### config.mk
export PLATFORM = sky130hd
export DESIGN_NAME = imu_fifo_record_unpacker
export DESIGN_NICKNAME = d
export VERILOG_FILES = /design/src/rtl/core/imu_unp_pkg.sv /design/src/rtl/core/imu_unp_burst.sv /design/src/rtl/core/imu_fifo_record_unpacker.sv
export VERILOG_INCLUDE_DIRS = /design/src /design/src/rtl/core
export SDC_FILE = /design/constraint.sdc
export NUM_CORES = 1
export LEC_CHECK = 0
export BUFFER_PORTS_ARGS = -buffer_cell sky130_fd_sc_hd__buf_4
export CORE_MARGIN = 5
export CORE_UTILIZATION = 26
export DETAILED_ROUTE_END_ITERATION = 16
export PLACE_DENSITY = 0.51
export SLEW_MARGIN = 30
export SYNTH_ARGS = -nofsm -noshare
export SYNTH_HDL_FRONTEND = slang
export SYNTH_SLANG_ARGS = --single-unit
### constraint.sdc
create_clock -name clock -period 8.1 [get_ports clock]
set_input_delay 0.405 -clock clock [delete_from_list [all_inputs] [get_ports clock]]
set_output_delay 0.405 -clock clock [all_outputs]
set_load 0.1 [all_outputs]
### src/rtl/core/imu_fifo_record_unpacker_assert.svh
// assertion macros shared by the imu record unpacker rtl
// no dependencies; define ASSERT_OFF to compile the checks away
`ifndef IMU_FIFO_RECORD_UNPACKER_ASSERT_SVH
`define IMU_FIFO_RECORD_UNPACKER_ASSERT_SVH
`ifndef ASSERT_OFF
// same-cycle implication
`define IMU_ASSERT_IMP(name, clk, rst, pre, post, msg) \
   name: assert property (@(posedge clk) disable iff (rst) (pre) |-> (post)) \
      else $error(msg);
// next-cycle implication
`define IMU_ASSERT_NXT(name, clk, rst, pre, post, msg) \
   name: assert property (@(posedge clk) disable iff (rst) (pre) |=> (post)) \
      else $error(msg);
`else
`define IMU_ASSERT_IMP(name, clk, rst, pre, post, msg)
`define IMU_ASSERT_NXT(name, clk, rst, pre, post, msg)
`endif
`endif

### src/rtl/core/imu_unp_pkg.sv
// types, constants and helpers for the imu record unpacker
// no dependencies
package imu_unp_pkg;

   localparam logic [15:0] AXIS_MOST_NEG = 16'h8000;
   localparam logic [15:0] AXIS_MOST_POS = 16'h7fff;

   // records that decide the accel phase
   localparam int unsigned LEAD_RECORDS = 4;

   // record position codes
   localparam logic [2:0] POS_FIRST  = 3'd0;
   localparam logic [2:0] POS_DECIDE = 3'(LEAD_RECORDS - 1);
   localparam logic [2:0] POS_EVEN   = 3'd4;
   localparam logic [2:0] POS_ODD    = 3'd5;

   localparam logic KIND_GYRO  = 1'b0;
   localparam logic KIND_ACCEL = 1'b1;

   localparam int unsigned MAX_RESULTS = 3;

   typedef struct packed {
      logic              kind;
      logic signed [15:0] x;
      logic signed [15:0] y;
      logic signed [15:0] z;
      logic              bad;
      logic              last;
   } imu_unp_rec_type;

   // all results of one record
   typedef struct packed {
      logic [1:0]                         num;
      imu_unp_rec_type [MAX_RESULTS-1:0] slot;
   } imu_unp_set_type;

   function automatic logic [15:0] neg_sat(input logic [15:0] v);
      return (v == AXIS_MOST_NEG) ? AXIS_MOST_POS : 16'(~v + 16'd1);
   endfunction

   function automatic imu_unp_rec_type mk_rec(input logic kind, input logic [15:0] x,
                                              input logic [15:0] y, input logic [15:0] z,
                                              input logic bad);
      imu_unp_rec_type rec;
      rec.kind = kind;
      rec.x    = x;
      rec.y    = neg_sat(y);
      rec.z    = neg_sat(z);
      rec.bad  = bad;
      rec.last = 1'b0;
      return rec;
   endfunction

   // accel triple packed as x | y << 16 | z << 32
   function automatic imu_unp_rec_type mk_accel(input logic [47:0] acc, input logic bad);
      return mk_rec(KIND_ACCEL, acc[15:0], acc[31:16], acc[47:32], bad);
   endfunction

endpackage

### src/rtl/core/imu_unp_burst.sv
// two-deep result set buffer that plays out one record's results a beat at a time
// depends on imu_unp_pkg and imu_fifo_record_unpacker_assert.svh
`include "imu_fifo_record_unpacker_assert.svh"
module imu_unp_burst
   import imu_unp_pkg::*;
(
   input  logic            clock,
   input  logic            reset,
   input  logic            load_valid,
   input  imu_unp_set_type load_set,
   output logic            load_ready,
   output logic            rsp_valid,
   input  logic            rsp_ready,
   output imu_unp_rec_type rsp_rec
);

   logic            a_valid_ff, a_valid_in;
   imu_unp_set_type a_set_ff;
   logic            b_valid_ff, b_valid_in;
   imu_unp_set_type b_set_ff;
   logic [1:0]      b_idx_ff, b_idx_in;
   logic            b_done, b_free, move, load_fire;

   assign b_done     = b_valid_ff && rsp_ready && (b_idx_ff == (b_set_ff.num - 2'd1));
   assign b_free     = !b_valid_ff || b_done;
   assign move       = a_valid_ff && b_free;
   assign load_ready = !a_valid_ff || move;
   assign load_fire  = load_valid && load_ready;

   always_comb begin
      a_valid_in = a_valid_ff;
      if (load_fire) begin
         a_valid_in = 1'b1;
      end else if (move) begin
         a_valid_in = 1'b0;
      end
      b_valid_in = b_valid_ff;
      b_idx_in   = b_idx_ff;
      if (b_free) begin
         b_valid_in = a_valid_ff;
         b_idx_in   = 2'd0;
      end else if (b_valid_ff && rsp_ready) begin
         b_idx_in = b_idx_ff + 2'd1;
      end
   end

   always_ff @(posedge clock) begin
      if (reset) begin
         a_valid_ff <= 1'b0;
         b_valid_ff <= 1'b0;
         b_idx_ff   <= 2'd0;
      end else begin
         a_valid_ff <= a_valid_in;
         b_valid_ff <= b_valid_in;
         b_idx_ff   <= b_idx_in;
      end
   end

   always_ff @(posedge clock) begin
      if (load_fire) begin
         a_set_ff <= load_set;
      end
      if (move) begin
         b_set_ff <= a_set_ff;
      end
   end

   assign rsp_valid = b_valid_ff;
   assign rsp_rec   = b_set_ff.slot[b_idx_ff];

   `IMU_ASSERT_IMP(a_idx_in_set, clock, reset, b_valid_ff, b_idx_ff < b_set_ff.num, "result index past set count")
   `IMU_ASSERT_IMP(a_set_nonempty, clock, reset, b_valid_ff, b_set_ff.num != 2'd0, "empty result set in play")
   `IMU_ASSERT_NXT(a_hold_pending, clock, reset, a_valid_ff && !b_free, a_valid_ff, "pending set dropped")
   `IMU_ASSERT_NXT(a_drain_empty, clock, reset, b_done && !a_valid_ff, !b_valid_ff, "buffer refilled from nothing")

endmodule

### src/rtl/core/imu_fifo_record_unpacker.sv
// top level of the imu fifo record unpacker: record decode, phase tracking, accel hold
// depends on imu_unp_pkg, imu_unp_burst and imu_fifo_record_unpacker_assert.svh
//
// usage
//  - req channel: one beat per fifo record (accel and gyro axes, last_of_batch on the
//    final record of a batch)
//  - rsp channel: one beat per result; each record gives a gyro beat, then zero to two
//    accel beats; last_result marks the final beat caused by the batch's last record
//  - accel phase is decided on the fourth record of a batch from the accel triples of
//    the first four records; phase_bad reports an unrecognized duplication pattern
//  - throughput: one req beat per cycle while each record makes one result and rsp_ready
//    stays high; a record that makes n results holds the result side until all n are taken,
//    so sustained rate is set by the result count (one beat per cycle on rsp while rsp_ready is high)
//  - the record is decoded in the accept cycle into a result set register; a second set
//    register feeds rsp, so a new record is taken while results still wait on rsp
//  - rsp stall: req_ready drops once both set registers are full, no beat is lost
//  - reset: synchronous, clears position, phase and bad flag and empties the buffer;
//    the accel hold needs no clear since every batch writes it before reading
`include "imu_fifo_record_unpacker_assert.svh"
module imu_fifo_record_unpacker
   import imu_unp_pkg::*;
(
   input  logic               clock,
   input  logic               reset,
   input  logic               req_valid,
   output logic               req_ready,
   input  logic signed [15:0] req_accel_x,
   input  logic signed [15:0] req_accel_y,
   input  logic signed [15:0] req_accel_z,
   input  logic signed [15:0] req_gyro_x,
   input  logic signed [15:0] req_gyro_y,
   input  logic signed [15:0] req_gyro_z,
   input  logic               req_last_of_batch,
   output logic               rsp_valid,
   input  logic               rsp_ready,
   output logic               rsp_kind,
   output logic signed [15:0] rsp_out_x,
   output logic signed [15:0] rsp_out_y,
   output logic signed [15:0] rsp_out_z,
   output logic               rsp_phase_bad,
   output logic               rsp_last_result
);

   // batch state
   logic [47:0]     accel_hold_ff [3];
   logic [2:0]      record_position_ff, record_position_in;
   logic            odd_phase_ff, odd_phase_in;
   logic            batch_bad_ff, batch_bad_in;

   logic            req_fire;
   logic [47:0]     acc_cur;
   logic            lead, decide;
   logic            e01, e23, e12;
   logic            odd_now, bad_now;
   imu_unp_set_type set_cur;
   imu_unp_rec_type rsp_rec;

   assign req_fire = req_valid && req_ready;
   assign acc_cur  = {req_accel_z, req_accel_y, req_accel_x};
   assign lead     = record_position_ff < POS_DECIDE;
   assign decide   = record_position_ff == POS_DECIDE;

   // duplication pattern over the first four accel triples
   assign e01 = accel_hold_ff[0] == accel_hold_ff[1];
   assign e23 = accel_hold_ff[2] == acc_cur;
   assign e12 = accel_hold_ff[1] == accel_hold_ff[2];

   always_comb begin
      odd_now = odd_phase_ff;
      bad_now = batch_bad_ff;
      if (decide) begin
         if (e01 && e23) begin
            odd_now = 1'b1;
         end else if (e12) begin
            odd_now = 1'b0;
         end else begin
            odd_now = 1'b1;
            bad_now = 1'b1;
         end
      end
   end

   // result set of the current record
   always_comb begin
      set_cur.num     = 2'd1;
      set_cur.slot[0] = mk_rec(KIND_GYRO, req_gyro_x, req_gyro_y, req_gyro_z, bad_now);
      set_cur.slot[1] = mk_accel(acc_cur, bad_now);
      set_cur.slot[2] = mk_accel(acc_cur, bad_now);
      if (lead) begin
         // short batch: odd phase, record 1 accel (just arriving when at position 1)
         if (req_last_of_batch && (record_position_ff != POS_FIRST)) begin
            set_cur.num = 2'd2;
            if (record_position_ff != 3'd1) begin
               set_cur.slot[1] = mk_accel(accel_hold_ff[1], bad_now);
            end
         end
      end else if (decide) begin
         set_cur.num = 2'd3;
         if (odd_now) begin
            set_cur.slot[1] = mk_accel(accel_hold_ff[1], bad_now);
         end else begin
            set_cur.slot[1] = mk_accel(accel_hold_ff[0], bad_now);
            set_cur.slot[2] = mk_accel(accel_hold_ff[2], bad_now);
         end
      end else if (record_position_ff[0] == odd_phase_ff) begin
         set_cur.num = 2'd2;
      end
      for (int i = 0; i < MAX_RESULTS; i++) begin
         set_cur.slot[i].last = req_last_of_batch && (2'(i) == (set_cur.num - 2'd1));
      end
   end

   // next batch state
   always_comb begin
      record_position_in = record_position_ff;
      odd_phase_in       = odd_phase_ff;
      batch_bad_in       = batch_bad_ff;
      if (lead) begin
         record_position_in = record_position_ff + 3'd1;
      end else if (decide) begin
         record_position_in = POS_EVEN;
         odd_phase_in       = odd_now;
         batch_bad_in       = bad_now;
      end else begin
         record_position_in = record_position_ff[0] ? POS_EVEN : POS_ODD;
      end
      if (req_last_of_batch) begin
         record_position_in = POS_FIRST;
         odd_phase_in       = 1'b1;
         batch_bad_in       = 1'b0;
      end
   end

   always_ff @(posedge clock) begin
      if (reset) begin
         record_position_ff <= POS_FIRST;
         odd_phase_ff       <= 1'b1;
         batch_bad_ff       <= 1'b0;
      end else if (req_fire) begin
         record_position_ff <= record_position_in;
         odd_phase_ff       <= odd_phase_in;
         batch_bad_ff       <= batch_bad_in;
      end
   end

   // accel of the first three records
   always_ff @(posedge clock) begin
      if (req_fire && lead) begin
         accel_hold_ff[record_position_ff[1:0]] <= acc_cur;
      end
   end

   imu_unp_burst u_burst (
      .clock      (clock),
      .reset      (reset),
      .load_valid (req_valid),
      .load_set   (set_cur),
      .load_ready (req_ready),
      .rsp_valid  (rsp_valid),
      .rsp_ready  (rsp_ready),
      .rsp_rec    (rsp_rec)
   );

   assign rsp_kind        = rsp_rec.kind;
   assign rsp_out_x       = rsp_rec.x;
   assign rsp_out_y       = rsp_rec.y;
   assign rsp_out_z       = rsp_rec.z;
   assign rsp_phase_bad   = rsp_rec.bad;
   assign rsp_last_result = rsp_rec.last;

   `IMU_ASSERT_IMP(a_pos_range, clock, reset, 1'b1, record_position_ff <= POS_ODD, "record position out of range")
   `IMU_ASSERT_NXT(a_batch_end, clock, reset, req_fire && req_last_of_batch, (record_position_ff == POS_FIRST) && odd_phase_ff && !batch_bad_ff, "batch state not restored")
   `IMU_ASSERT_NXT(a_past_lead, clock, reset, req_fire && !req_last_of_batch && !lead, (record_position_ff == POS_EVEN) || (record_position_ff == POS_ODD), "left steady position")
   `IMU_ASSERT_IMP(a_bad_odd, clock, reset, batch_bad_ff, odd_phase_ff, "bad batch not on odd phase")

endmodule

== Word-level counts from Yosys, hierarchy flattened ==
Memory sizes are Yosys's and may differ from the RTL's.
Cells that the tools add are included.

* Add/subtract/negate cells: 14
* $mul: 0
* Divide/modulo/power cells: 0
* $lt $le $gt $ge: 2
* Equality and inequality tests: 20
* Shift-type cells: 0
* Muxes and demuxes: 41
* Bitwise operators: 11
* Reductions and logical operators: 21

{| class="wikitable"
|+ Operators by type and width
! operator !! count
|-
| $mux 50 || 5
|-
| $add 16x1->16 const B || 10
|-
| $eq 16x16->1 const B || 10
|-
| $not 16->16 || 10
|-
| $eq 48x48->1 || 3
|-
| $mux 16 || 8
|-
| $bmux 51 s2 || 1
|-
| $mux 51 || 2
|-
| $mux 101 || 1
|-
| $mux 1 || 18
|-
| $logic_and 1x1->1 || 10
|-
| $mux 2 || 4
|-
| $mux 3 || 2
|-
| $reduce_bool 2->1 || 2
|-
| $reduce_or 2->1 || 2
|-
| $sub 2x1->2 const B || 2
|-
| $add 3x1->3 const B || 1
|-
| $eq 3x2->1 const B || 1
|-
| $lt 2x3->1 const B || 1
|-
| $lt 3x2->1 const B || 1
|-
| $ne 3x1->1 const B || 1
|-
| $reduce_and 3->1 || 1
|-
| $reduce_bool 3->1 || 1
|-
| $add 2x1->2 const B || 1
|-
| 9 further kinds || 11
|}

* Bits in registers: 317
* Latch bits: 0
* Bits in writable memories: 144
* Memory bits (read-only): 0
* Input bits: 101
* Output and inout port bits: 53
* Word-level logic and storage cells: 152
* Memories kept: 1

{| class="wikitable"
|+ Memories
! name !! depth !! bits a word !! read ports !! clocked after Yosys merged registers in !! write ports !! line !! text
|-
| accel_hold_ff || 3 || 48 || 3 || 0 || 1 || imu_fifo_record_unpacker.sv:45 || <nowiki>logic [47:0] accel_hold_ff [3];</nowiki>
|}

== Logic depth before layout (Yosys ltp) ==
* Depth after elaboration: 10
* Gate-level depth with buffers: 10
* Mapped depth without buffers: 9

== Cells and area by module ==
From an unflattened synthesis, not the netlist that was laid out.

* Cells, all modules: 1674
* Area total of the unflattened synthesis: 21789.6 µm²

{| class="wikitable"
|+ Modules (own cells, without submodules)
! module !! instances !! cells an instance !! area each (µm²) !! sequential area each (µm²)
|-
| imu_fifo_record_unpacker || 1 || 1168 || 11165.7 || 4424.2
|-
| imu_unp_burst || 1 || 506 || 10623.9 || 9389.0
|}

== Worst setup path after synthesis ==
OpenSTA, ideal clock, no wires.

* Path kind: reg-to-reg
* Start point: register u_burst.b_idx_ff[1]
* End point: register u_burst.b_set_ff[0] in the netlist's numbering (enable)
* Library setup time: 678 ps
* Arrival: 7701 ps
* Required time: 7422 ps
* Setup slack: -278 ps
* Stages on the path, launching flop included: 6
* Buffers on the path: 1
* Period minus slack after synthesis: 8378 ps
* Cell sequence: dfxtp_1 > clkbuf_1 > xnor2_1 > mux2i_1 > a21boi_0 > nor2b_1

* Longest elaborated chain between the ends: 4

{| class="wikitable"
|+ RTL lines
! what !! line !! text
|-
| from (decl) || imu_unp_burst.sv:21 || <nowiki>logic [1:0] b_idx_ff, b_idx_in;</nowiki>
|-
| from (signal assigned) || imu_unp_burst.sv:55 || <nowiki>b_idx_ff <= b_idx_in;</nowiki>
|-
| $eq 2x2->1 || imu_unp_burst.sv:24 || <nowiki>assign b_done = b_valid_ff && rsp_ready && (b_idx_ff == (b_set_ff.num - 2'd1));</nowiki>
|-
| $logic_and 1x1->1 || imu_unp_burst.sv:24 ||
|-
| $logic_or 1x1->1 || imu_unp_burst.sv:25 || <nowiki>assign b_free = !b_valid_ff || b_done;</nowiki>
|-
| $logic_and 1x1->1 || imu_unp_burst.sv:26 || <nowiki>assign move = a_valid_ff && b_free;</nowiki>
|-
| net u_burst.move || imu_unp_burst.sv:22 || <nowiki>logic b_done, b_free, move, load_fire;</nowiki>
|-
| to (signal assigned) || imu_unp_burst.sv:64 || <nowiki>b_set_ff <= a_set_ff;</nowiki>
|-
| to (decl) || imu_unp_burst.sv:20 || <nowiki>imu_unp_set_type b_set_ff;</nowiki>
|}

The timed path passes the listed nets, and every way through them passes these cells.
A chain may end at the register's enable or synchronous reset.

==> impl_metrics.env <==
export IMPL_port_buffer_count=153
export IMPL_drt_iter0_drcs=1173
export IMPL_clock_root_buffer="clkbuf_16"
export IMPL_hold_violations=0
export IMPL_wire_length_of_the_first_global_routing_pass_um=96500
export IMPL_num_nets_final=2054
export IMPL_htree_num_levels=2
export IMPL_drv_cap=0
export IMPL_hold_path_class="input pin to register"
export IMPL_synth_flop_cell="edfxtp_1"
export IMPL_first_global_vias=14700
export IMPL_worst_slew_pin_transition_ns=0.895
export IMPL_ir_worst_vdd_uv=145
export IMPL_yosysTopAreaCellShare_pct=61.8
export IMPL_grt_antenna_before_repair=8
export IMPL_start_util_pct=26.2
export IMPL_status="finished clean"
export IMPL_detailed_placer_s_ending_hpwl_um=47700
export IMPL_syn_nets=1885
export IMPL_syn_area_sq_um=21600
export IMPL_synthesis_instances=1769
export IMPL_fraction_of_the_yosys_area_taken_by_sequential_cells_pct=62.6
export IMPL_timing_max_slew_rel_slack_pct=40.3
export IMPL_final_worst_clock_skew_ns=0.0338
export IMPL_r2r_slack_ns=4.52
export IMPL_final_period_utilization_pct=44.2
export IMPL_gpl_final_weighted_congestion=0.947
export IMPL_clk_pin_slew_worst_paths_ns=0.06
export IMPL_maximum_number_of_pins_on_one_net_before_global_route_repair=72
export IMPL_drt_pass1_iterations=5
export IMPL_cts_path_max_buffers=3
export IMPL_number_of_distinct_standard_cells_referenced_by_the_synthesized_netlist=65
export IMPL_synth_async_sr_flop_share_pct=0
export IMPL_yosys_top_cells_area="edfxtp_1 62%, xnor2_1 5.4%, xor2_1 4.1%"
export IMPL_die_height_um=298
export IMPL_globalRoute_totalOverflow=0
export IMPL_numClockSinks=453
export IMPL_design_core_area_sq_um=82200
export IMPL_drt_total_wl_um=65800
export IMPL_worst_setup_path_start_kind="register"
export IMPL_netlist_top_cell_by_area="edfxtp_1"
export IMPL_fin_crit_ns=3.58
export IMPL_yosys_register_bits=453
export IMPL_fmaxAchievable_ghz=0.279
export IMPL_setup_worst_path_class="register to register"
export IMPL_worst_ep_arrival_time_ns=4.01
export IMPL_layout_drive_gt1_share_pct=14.6
export IMPL_leakagePower_uw=0.00882
export IMPL_yosys_warnings=0
export IMPL_fillerInstances=8229
export IMPL_die_width_um=298
export IMPL_final_critical_path_setup_slack_ns=4.52
export IMPL_setup_tns_ns=0
export IMPL_rsz0062_at_grt="false"
export IMPL_critical_path_max_fanout=28
export IMPL_worst_case_setup_slack_after_placement_ns=4.60
export IMPL_placement_rows=105
export IMPL_final_max_slew_violation_count=0
export IMPL_report_final_setup_viol=0
export IMPL_synthesis_area_per_instance_sq_um=12.2
export IMPL_pin_count=154
export IMPL_tritoncts_clock_tree="done"
export IMPL_powerDensity_nw_per_um2=215
export IMPL_cts_repair_resized=0
export IMPL_whs_ns=0.0508
export IMPL_groute_usage_overall_pct=14.3
export IMPL_drt_vias_per_instance=4.80
export IMPL_cp_end_kind="register"
export IMPL_floorplan_die_area_sq_um=88800
export IMPL_num_vias=14700
export IMPL_synth_edf_count=444
export IMPL_worst_endpoint_required_ns=8.54
export IMPL_cts_buffers_inserted=52
export IMPL_routed_wire_length_per_instance_um=21.6
export IMPL_drc=0
export IMPL_worst_skew_pair_late_latency_ns=0.62
export IMPL_area_growth_pct=20.3
export IMPL_drtAntennaViolNets=0
cell usage in the layout, fill, tap and decap left out, types with 5 or more instances in the layout:
cell / netlist / routed
a211oi_1: 5 / 5
a21o_1: 5 / 5
a21oi_1: 47 / 46
a22oi_1: 29 / 29
buf_4: 2 / 174
bufinv_16: 0 / 5
clkbuf_1: 67 / 8
clkbuf_16: 0 / 52
clkinv_1: 0 / 11
clkinv_2: 0 / 10
dfxtp_1: 9 / 7
dlygate4sd3_1: 0 / 31
edfxtp_1: 444 / 444
ha_1: 15 / 15
inv_1: 46 / 45
mux2_2: 5 / 5
mux2i_1: 71 / 71
nand2_1: 215 / 215
nand2b_1: 15 / 15
nand3_1: 25 / 25
nand3b_1: 7 / 7
nand4_1: 32 / 32
nor2_1: 137 / 135
nor3_1: 51 / 50
nor3b_1: 8 / 8
nor4_1: 44 / 44
o211ai_1: 6 / 6
o21ai_0: 98 / 98
o221ai_1: 17 / 17
o22ai_1: 9 / 9
o31ai_1: 8 / 7
or3_1: 18 / 18
or4_1: 8 / 8
xnor2_1: 132 / 132
xor2_1: 101 / 101
Yosys cell counts, types with 5 or more instances:
master / n
edfxtp_1: 444
nand2_1: 215
nor2_1: 137
xnor2_1: 132
xor2_1: 101
o21ai_0: 98
mux2i_1: 71
clkbuf_1: 67
nor3_1: 51
a21oi_1: 47
inv_1: 46
nor4_1: 44
nand4_1: 32
a22oi_1: 29
nand3_1: 25
or3_1: 18
buf_2: 17
o221ai_1: 17
ha_1: 15
nand2b_1: 15
dfxtp_1: 9
o22ai_1: 9
nor3b_1: 8
o31ai_1: 8
or4_1: 8
nand3b_1: 7
buf_1: 6
nor2b_1: 6
o211ai_1: 6
a211oi_1: 5
a21o_1: 5
mux2_2: 5
critical path, cell delays in order (launching register included):
cell,delay [ns]
dfxtp_1,0.38
ha_1,0.23
ha_1,0.33
inv_1,0.24
nor2_2,0.17
buf_4,0.29
nor2_2,0.70
buf_4,0.55
a22o_1,0.26
nor4_1,0.06
nor3_1,0.21
stage by stage:
step | std cells | cell area [sq um] | utilization, % | power [uW]
2_1_floorplan | 1769 | 21600 | - | 3100
3_3_place_gp | 2921 | 23900 | 29.0 | 3310
3_5_place_dp | 2922 | 23900 | 29.1 | 3310
4_1_cts | 3047 | 25900 | 31.5 | 5660
5_1_grt | 3051 | 25900 | 31.5 | 5790
6_report | 3052 | 25900 | 31.5 | 5590
report_power, final:
part           total (uW)  leakage (uW)  internal [uW]  switching, uW
registers            2790       0.00427           2720           66.9
logic                 484       0.00373            154            330
clock network        2310      0.000820           1340            969
state kept, by name, indices dropped and copies added (netlist names):
signal,cells
batch_bad_ff,1
u_burst.a_set_ff,150
u_burst.rsp_valid,1
odd_phase_ff,1
u_burst.b_idx_ff,2
accel_hold_ff,144
u_burst.b_set_ff,150
u_burst.a_valid_ff,1
record_position_ff,3
path summary, 6_finish.rpt:
path,cells past startpoint,end,from
worst max-delay path,10,u_burst.a_set_ff[63],record_position_ff[0]
worst min-delay path,1,accel_hold_ff[0][38],req_accel_z[6]
worst max register to register,10,u_burst.a_set_ff[63],record_position_ff[0]
worst min register to register,0,u_burst.b_set_ff[21],u_burst.a_set_ff[21]
metal layers:
layer  vias up  track usage, %  routed length [um]
li1       6826               -                   -
met1      7226            19.0               28800
met2       490            23.3               30700
met3       110            3.16                4220
met4         8            4.41                1970
met5         -               0                  61
cell type report:
cell class                      instances  area (sq um)  area share, %
Sequential cell                       453         13500           52.1
Inverter                               46           178          0.685
Tap cell                             1070          1340           5.16
Timing Repair Buffer                  208          1670           6.44
Clock buffer                           60          1330           5.13
Clock inverter                         34           352           1.36
Multi-Input combinational cell       1177          7540           29.1
Antenna cell                            4          10.0         0.0386
logic make-up after synthesis:
kind of cell,share of synthesized area [%]
simple gates,13.3
mux,3.63
fa+ha+maj,0.870
flops,62.6
buf+inv,2.59
compound gates,7.50
xor+xnor,9.46
repair_timing:
| item | CTS | global route |
|---|---|---|
| hold buffers | 31 | 0 |
| endpoints found under the hold margin | 61 | 0 |
| setup buffers | 0 | 0 |
(Power assumes the default switching activity.)
